==> src/rtl/egb_pkg.sv <==
// Shared types, constants and the control store for the extended GCD unit.
// Used by every module of the block; has no dependencies of its own.
`default_nettype none
package egb_pkg;

    localparam int WORD_BITS  = 32;
    localparam int FIELD_BITS = 32;
    localparam int CNT_BITS   = $clog2(WORD_BITS);
    localparam int STEP_BITS  = 3;

    typedef logic [WORD_BITS-1:0]  t_word;
    typedef logic [FIELD_BITS-1:0] t_field;
    typedef logic [STEP_BITS-1:0]  t_step;

    typedef enum logic [3:0] {
        OP_LOAD,
        OP_DIV_START,
        OP_DIV_STEP,
        OP_DIV_FIX,
        OP_MUL_S,
        OP_UPD_S_MUL_T,
        OP_UPD_T,
        OP_WRITE_OUT
    } t_op;

    typedef enum logic [2:0] {
        COND_ALWAYS,
        COND_NO_IN,
        COND_CR_ZERO,
        COND_DIV_BUSY,
        COND_OUT_BUSY
    } t_cond;

    localparam t_step STEP_IDLE  = 3'd0;
    localparam t_step STEP_CHECK = 3'd1;
    localparam t_step STEP_DIV   = 3'd2;
    localparam t_step STEP_OUT   = 3'd7;

    typedef struct packed {
        t_op   op;
        t_cond cond;
        t_step target;
    } t_uword;

    typedef struct packed {
        logic in_valid;
        logic cr_zero;
        logic div_busy;
        logic out_busy;
    } t_stat;

    typedef struct packed {
        t_op op;
    } t_ctrl;

    function automatic t_uword ucode(input t_step step);
        t_uword w;
        case (step)
            3'd0:    w = '{op: OP_LOAD,        cond: COND_NO_IN,    target: STEP_IDLE};
            3'd1:    w = '{op: OP_DIV_START,   cond: COND_CR_ZERO,  target: STEP_OUT};
            3'd2:    w = '{op: OP_DIV_STEP,    cond: COND_DIV_BUSY, target: STEP_DIV};
            3'd3:    w = '{op: OP_DIV_FIX,     cond: COND_ALWAYS,   target: 3'd4};
            3'd4:    w = '{op: OP_MUL_S,       cond: COND_ALWAYS,   target: 3'd5};
            3'd5:    w = '{op: OP_UPD_S_MUL_T, cond: COND_ALWAYS,   target: 3'd6};
            3'd6:    w = '{op: OP_UPD_T,       cond: COND_ALWAYS,   target: STEP_CHECK};
            default: w = '{op: OP_WRITE_OUT,   cond: COND_OUT_BUSY, target: STEP_OUT};
        endcase
        return w;
    endfunction

    function automatic t_word to_word(input t_field v);
        return t_word'($signed(v));
    endfunction

    function automatic t_field to_field(input t_word v);
        return t_field'(v);
    endfunction

    function automatic t_word magnitude(input t_word v);
        return v[WORD_BITS-1] ? t_word'(-v) : v;
    endfunction

endpackage
`default_nettype wire

==> src/rtl/extended_gcd_bezout_unit.sv <==
// Extended Euclidean unit: gcd and Bezout coefficients with truncating division.
// Throughput: one item at a time; the next beat is taken once the result is registered.
// The divider loop of WORD_BITS one-bit steps sets the cost of each iteration.
// Reset (synchronous, active low) returns the sequencer to idle and drops o_valid.
// Depends on egb_pkg, egb_seq, egb_div and egb_dp.
`default_nettype none
module extended_gcd_bezout_unit
    import egb_pkg::*;
(
    input  wire    i_clk,
    input  wire    i_rst_n,
    input  wire    i_valid,
    output logic   o_in_ready,
    input  t_field i_first_operand,
    input  t_field i_second_operand,
    output logic   o_valid,
    input  wire    i_out_ready,
    output t_field o_divisor,
    output t_field o_coef_first,
    output t_field o_coef_second
);

    t_ctrl w_ctrl;
    t_stat w_stat;
    t_word w_num, w_den, w_quot, w_rem;
    logic  w_cr_zero, w_div_busy, w_out_busy, w_load;

    assign o_in_ready = (w_ctrl.op == OP_LOAD);
    assign w_load     = i_valid && o_in_ready;

    assign w_stat.in_valid = i_valid;
    assign w_stat.cr_zero  = w_cr_zero;
    assign w_stat.div_busy = w_div_busy;
    assign w_stat.out_busy = w_out_busy;

    egb_seq u_seq (
        .i_clk   (i_clk),
        .i_rst_n (i_rst_n),
        .i_stat  (w_stat),
        .o_ctrl  (w_ctrl)
    );

    egb_div u_div (
        .i_clk   (i_clk),
        .i_rst_n (i_rst_n),
        .i_ctrl  (w_ctrl),
        .i_num   (w_num),
        .i_den   (w_den),
        .o_quot  (w_quot),
        .o_rem   (w_rem),
        .o_busy  (w_div_busy)
    );

    egb_dp u_dp (
        .i_clk         (i_clk),
        .i_rst_n       (i_rst_n),
        .i_ctrl        (w_ctrl),
        .i_load        (w_load),
        .i_first       (i_first_operand),
        .i_second      (i_second_operand),
        .i_quot        (w_quot),
        .i_rem         (w_rem),
        .i_out_ready   (i_out_ready),
        .o_num         (w_num),
        .o_den         (w_den),
        .o_cr_zero     (w_cr_zero),
        .o_out_busy    (w_out_busy),
        .o_out_valid   (o_valid),
        .o_divisor     (o_divisor),
        .o_coef_first  (o_coef_first),
        .o_coef_second (o_coef_second)
    );

    a_leave_idle: assert property (@(posedge i_clk) disable iff (!i_rst_n)
        w_load |=> !o_in_ready)
        else $error("Sequencer stayed idle after an input beat.");

    a_write_returns_idle: assert property (@(posedge i_clk) disable iff (!i_rst_n)
        $rose(o_valid) |-> o_in_ready)
        else $error("Result written without returning to idle.");

    a_zero_gcd: assert property (@(posedge i_clk) disable iff (!i_rst_n)
        (o_valid && o_divisor == '0) |-> (o_coef_first == t_field'(1) && o_coef_second == '0))
        else $error("Zero divisor with wrong coefficients.");

endmodule
`default_nettype wire

==> src/rtl/egb_seq.sv <==
// Microcode sequencer: step counter, control store lookup and conditional jumps.
// Depends on egb_pkg for the control word layout and status struct.
`default_nettype none
module egb_seq
    import egb_pkg::*;
(
    input  wire   i_clk,
    input  wire   i_rst_n,
    input  t_stat i_stat,
    output t_ctrl o_ctrl
);

    t_step  r_step;
    t_step  n_step;
    t_uword w_uw;
    logic   w_jump;

    assign w_uw = ucode(r_step);

    always_comb begin
        case (w_uw.cond)
            COND_ALWAYS:   w_jump = 1'b1;
            COND_NO_IN:    w_jump = !i_stat.in_valid;
            COND_CR_ZERO:  w_jump = i_stat.cr_zero;
            COND_DIV_BUSY: w_jump = i_stat.div_busy;
            COND_OUT_BUSY: w_jump = i_stat.out_busy;
            default:       w_jump = 1'b0;
        endcase
        n_step = w_jump ? w_uw.target : t_step'(r_step + 1'b1);
    end

    always_ff @(posedge i_clk) begin
        if (!i_rst_n) begin
            r_step <= STEP_IDLE;
        end else begin
            r_step <= n_step;
        end
    end

    assign o_ctrl.op = w_uw.op;

endmodule
`default_nettype wire

==> src/rtl/egb_div.sv <==
// Restoring divider, one quotient bit per cycle, truncating toward zero.
// Depends on egb_pkg for the word type and control codes.
`default_nettype none
module egb_div
    import egb_pkg::*;
(
    input  wire   i_clk,
    input  wire   i_rst_n,
    input  t_ctrl i_ctrl,
    input  t_word i_num,
    input  t_word i_den,
    output t_word o_quot,
    output t_word o_rem,
    output logic  o_busy
);

    t_word                 r_rm;
    t_word                 r_qm;
    t_word                 r_dm;
    logic [CNT_BITS-1:0]   r_cnt;
    logic                  r_nneg;
    logic                  r_dneg;
    logic [WORD_BITS:0]    w_shift;
    logic [WORD_BITS:0]    w_trial;

    assign w_shift = {r_rm, r_qm[WORD_BITS-1]};
    assign w_trial = w_shift - {1'b0, r_dm};

    always_ff @(posedge i_clk) begin
        if (!i_rst_n) begin
            r_cnt <= '0;
        end else if (i_ctrl.op == OP_DIV_START) begin
            r_cnt <= CNT_BITS'(WORD_BITS - 1);
        end else if (i_ctrl.op == OP_DIV_STEP) begin
            r_cnt <= r_cnt - 1'b1;
        end
    end

    always_ff @(posedge i_clk) begin
        if (i_ctrl.op == OP_DIV_START) begin
            r_rm   <= '0;
            r_qm   <= magnitude(i_num);
            r_dm   <= magnitude(i_den);
            r_nneg <= i_num[WORD_BITS-1];
            r_dneg <= i_den[WORD_BITS-1];
        end else if (i_ctrl.op == OP_DIV_STEP) begin
            r_rm <= w_trial[WORD_BITS] ? w_shift[WORD_BITS-1:0] : w_trial[WORD_BITS-1:0];
            r_qm <= {r_qm[WORD_BITS-2:0], !w_trial[WORD_BITS]};
        end
    end

    assign o_busy = (r_cnt != '0);
    assign o_quot = (r_nneg != r_dneg) ? t_word'(-r_qm) : r_qm;
    assign o_rem  = r_nneg ? t_word'(-r_rm) : r_rm;

endmodule
`default_nettype wire

==> src/rtl/egb_dp.sv <==
// Datapath: remainder and coefficient registers, the multiplier and the result register.
// Depends on egb_pkg; takes quotient and remainder from egb_div.
`default_nettype none
module egb_dp
    import egb_pkg::*;
(
    input  wire    i_clk,
    input  wire    i_rst_n,
    input  t_ctrl  i_ctrl,
    input  wire    i_load,
    input  t_field i_first,
    input  t_field i_second,
    input  t_word  i_quot,
    input  t_word  i_rem,
    input  wire    i_out_ready,
    output t_word  o_num,
    output t_word  o_den,
    output logic   o_cr_zero,
    output logic   o_out_busy,
    output logic   o_out_valid,
    output t_field o_divisor,
    output t_field o_coef_first,
    output t_field o_coef_second
);

    t_word r_pr, r_cr, r_ps, r_cs, r_pt, r_ct;
    t_word r_q, r_rem, r_prod;
    t_word w_mul_b;
    logic  r_out_valid;
    logic  w_write;

    assign o_out_busy = r_out_valid && !i_out_ready;
    assign w_write    = (i_ctrl.op == OP_WRITE_OUT) && !o_out_busy;
    assign w_mul_b    = (i_ctrl.op == OP_MUL_S) ? r_cs : r_ct;

    always_ff @(posedge i_clk) begin
        if (i_load) begin
            r_pr <= to_word(i_first);
            r_cr <= to_word(i_second);
            r_ps <= t_word'(1);
            r_cs <= '0;
            r_pt <= '0;
            r_ct <= t_word'(1);
        end
        case (i_ctrl.op)
            OP_DIV_FIX: begin
                r_q   <= i_quot;
                r_rem <= i_rem;
            end
            OP_MUL_S: begin
                r_prod <= r_q * w_mul_b;
            end
            OP_UPD_S_MUL_T: begin
                r_ps   <= r_cs;
                r_cs   <= r_ps - r_prod;
                r_prod <= r_q * w_mul_b;
            end
            OP_UPD_T: begin
                r_pt <= r_ct;
                r_ct <= r_pt - r_prod;
                r_pr <= r_cr;
                r_cr <= r_rem;
            end
            default: begin
            end
        endcase
        if (w_write) begin
            o_divisor     <= to_field(r_pr);
            o_coef_first  <= to_field(r_ps);
            o_coef_second <= to_field(r_pt);
        end
    end

    always_ff @(posedge i_clk) begin
        if (!i_rst_n) begin
            r_out_valid <= 1'b0;
        end else if (w_write) begin
            r_out_valid <= 1'b1;
        end else if (i_out_ready) begin
            r_out_valid <= 1'b0;
        end
    end

    assign o_num       = r_pr;
    assign o_den       = r_cr;
    assign o_cr_zero   = (r_cr == '0);
    assign o_out_valid = r_out_valid;

endmodule
`default_nettype wire
==> config.mk <==
export PLATFORM = sky130hd
export DESIGN_NAME = extended_gcd_bezout_unit
export DESIGN_NICKNAME = d
export VERILOG_FILES = /design/src/rtl/egb_pkg.sv /design/src/rtl/extended_gcd_bezout_unit.sv /design/src/rtl/egb_seq.sv /design/src/rtl/egb_div.sv /design/src/rtl/egb_dp.sv
export SDC_FILE = /design/constraint.sdc
export NUM_CORES = 2
export LEC_CHECK = 0
export BUFFER_PORTS_ARGS = -buffer_cell sky130_fd_sc_hd__buf_2
export CAP_MARGIN = 10
export CORE_ASPECT_RATIO = 0.6
export CORE_MARGIN = 8
export CORE_UTILIZATION = 52
export DETAILED_ROUTE_END_ITERATION = 7
export GPL_TIMING_DRIVEN = 1
export PLACE_DENSITY = 0.67
export SLEW_MARGIN = 30
export SYNTH_ARGS = -nofsm -noshare
export SYNTH_HDL_FRONTEND = slang
export SYNTH_SLANG_ARGS = --single-unit
==> constraint.sdc <==
create_clock -name i_clk -period 14.99 [get_ports i_clk]
set_input_delay 2.998 -clock i_clk [delete_from_list [all_inputs] [get_ports i_clk]]
set_output_delay 2.998 -clock i_clk [all_outputs]
set_load 0.05 [all_outputs]
==> results.md <==
* Outcome: finished, final reports clean
* Most used cell, CP: fa_1
* Initial DRC count at 2998
* WP buf/inv at 5
* Clk sinks at 491
* Clk root buf: clkbuf_16
* Num CTS Buffers at 49
* Clock-pin slew on the worst setup and hold paths at 0.07 ns
* Worst R2R End: u_dp.r_prod[31]
* Syn Inst Count at 3917
* Final worst setup slack at 5.31 ns
* Slowest stage delay, CP at 0.75 ns
* Worst hold path class: flip-flop to flip-flop
* Hold Vio Cnt, Final at 0
* Vias in the first global route at 28500
* CP max FO at 32
* Worst Max-Slew Pin Slew at 0.976 ns
* R2R depth at 30
* First-pass DRT Iterations at 5
* Uppermost layer routed: met4
* Most frequent cells in the layout: nand2_1 (557), inv_1 (516), edfxtp_1 (450)
* Die height at 232 um
* Post-synthesis register bit count at 491
* # rows at 79
* Largest net degree at the start of global routing at 71
* Worst-case clock buffer depth at 3
* DR WL met3 at 12.7 mm
* Routed WL at 110 mm
* Setup Fix Bufs, Post-CTS at 0
* DRC viols at 0
* Die footprint at 0.0872 mm^2
* Nets@finish at 4723
* Drt wl/cell at 21.5 um
* Placer Congestion at 0.917
* Wl on met1 at 54.5 mm
* TritonCTS clock tree: done
* Slew Limit Fails at 0
* Synth area leader: edfxtp_1
* Tcrit/Tclk final at 0.646
* Max Cap Viol at 0
* Layout cell share with drive strength beyond 1 at 0.0860
* Minimum clock period at 9.68 ns
* Ys async rst share at 0
* Area grow syn2layout at 8.69%
* Synth Cell Area at 0.0404 mm^2
* Hold depth at 0
* Initial antenna violation count at 3
* Final-report setup violation count at 0
* GRT overflow at 0
* Worst path top cell family by delay: adder cells
* Syn_area_per_cell at 10.3 um^2
* R2R setup slack at 5.31 ns
* First-pass GRT wire length at 171 mm
* Number of H-tree levels at 2
* Overall Global Routing Usage at 0.252
* Synth top area share at 0.334
* Number of port buffers at 165
* Worst setup EP type: flip-flop
* Crit path launch type: flip-flop
* Critical path class: flip-flop to flip-flop
* Post-CTS Hold Buffers at 0
* Post-synth EDFFs at 450
* Worst R2R Start: u_seq.r_step[0]
* Hold Crit Endpoint: u_dp.o_coef_first[0]
* Clock skew at 0.0398 ns
* Worst skew pair latency at 0.62 ns
* Core box area at 0.0772 mm^2
* Hold Path Origin: u_dp.r_ps[0]
* Starting density of the core at 0.523
* Yosys warns at 0
* CP arrival at 10.03 ns
* Vias at 28700
* Die Width at 376 um
* Place WS at 5.47 ns
* Antenna viol nets, final at 0
* Post-synth cell types at 74
* Crit-path slowest cell: mux2_2
* Ys flop type: edfxtp_1
* Req. time, crit path at 15.34 ns
* F_max at 0.103 GHz
* Setup TNS Final at 0 ns
* IO Count at 166
* Worst slew margin at 0.349
* Vias per cell at 5.61
* Met2 wire len at 40.5 mm
* RSZ-0062 raised after global routing: false
* Seq/Total Area, Yosys at 0.355
* Commonest non-fill, non-tap cell in the layout: nand2_1
* Synth top area cells: edfxtp_1 (33%), fa_1 (20%), ha_1 (7.1%)
* PostCTS Resize Cnt at 0
* DP HPWL at 82.4 mm
* Post-Syn Nets at 4624
==> through the flow <==
step / hold slack (ns) / instances / area [um^2] / utilization
after floorplan: 0.426 / 3917 / 40400 / -
after global placement: 0.435 / 5016 / 42300 / 0.548
after detailed placement: 0.449 / 5017 / 42300 / 0.548
after CTS: 0.443 / 5109 / 43900 / 0.568
after global routing: 0.461 / 5111 / 43900 / 0.569
final: 0.452 / 5112 / 43900 / 0.569
==> synth_stat cells (5+ instances only) <==
cell type	number
mux2i_1	35
and3_1	41
dfxtp_1	41
o41ai_1	9
o31ai_1	31
edfxtp_1	450
and2_1	313
xnor2_1	196
or4_1	12
a211oi_1	12
ha_1	228
xor2_1	89
o21a_1	17
or3_1	16
clkbuf_1	138
o21bai_1	11
a22o_1	5
a21o_1	52
a31oi_1	13
nand3_1	23
inv_1	516
a311oi_1	6
o211ai_1	10
o21ai_1	8
nand4_1	12
nand2_1	560
nor3_1	41
fa_1	411
a21oi_1	141
o21ai_0	119
buf_1	8
a21boi_0	5
or2_2	8
nor2b_1	27
mux2_2	32
nor3b_1	7
nand2b_1	29
nor4_1	13
nor2_1	157
buf_2	7
==> worst reg2reg max path, delay by kind of cell (launching register included) <==
| kind | cells | cell delay [ns] |
|---|---|---|
| muxes | 1 | 0.76 |
| buffers and inverters | 5 | 0.79 |
| xor gates and xnor gates | 1 | 0.17 |
| adders and majority gates | 10 | 4.41 |
| AOI/OAI and AO/OA | 6 | 1.31 |
| and+or+nand+nor | 7 | 1.54 |
| DFF | 1 | 0.44 |
==> worst max path at each step <==
stage	startpoint	to	depth (start not counted)
3_3_place_gp	u_seq.r_step[0]	u_dp.r_prod[31]	30
6_report	u_seq.r_step[0]	u_dp.r_prod[31]	30
3_5_place_dp	u_seq.r_step[0]	u_dp.r_prod[31]	30
2_1_floorplan	u_seq.r_step[0]	u_dp.r_prod[31]	34
5_1_grt	u_seq.r_step[0]	u_dp.r_prod[31]	30
4_1_cts	u_seq.r_step[0]	u_dp.r_prod[31]	30
==> per-layer routing <==
metal,GRT usage,vias to the layer above
met5,0,-
met4,0.0508,0
met3,0.0869,116
met2,0.324,1243
met1,0.403,14300
li1,-,13000
==> area by class of cell <==
| cell class | count | area, um^2 |
|---|---|---|
| repair buffers | 204 | 1140 |
| inverters | 517 | 1940 |
| fillers | 6574 | 33300 |
| clock inverters | 29 | 248 |
| clock buffers | 63 | 1310 |
| flip-flops and latches | 491 | 14300 |
| diodes | 2 | 5.00 |
| multi-input cells | 2753 | 23600 |
| well taps | 1053 | 1320 |
==> kinds of logic (layout without fill, tap and decap cells) <==
kind of cell	Yosys count	after routing	synth area share
AOI/OAI and AO/OA	475	475	0.0733
xor gates and xnor gates	286	286	0.0622
adders and majority gates	639	639	0.274
buffers and inverters	673	813	0.0630
DFF	491	491	0.355
muxes	67	67	0.0176
other	0	2	0
and+or+nand+nor	1286	1286	0.155
Power is not shown: default switching activity piles up to over one toggle a cycle in this logic, so the estimate is an artifact.
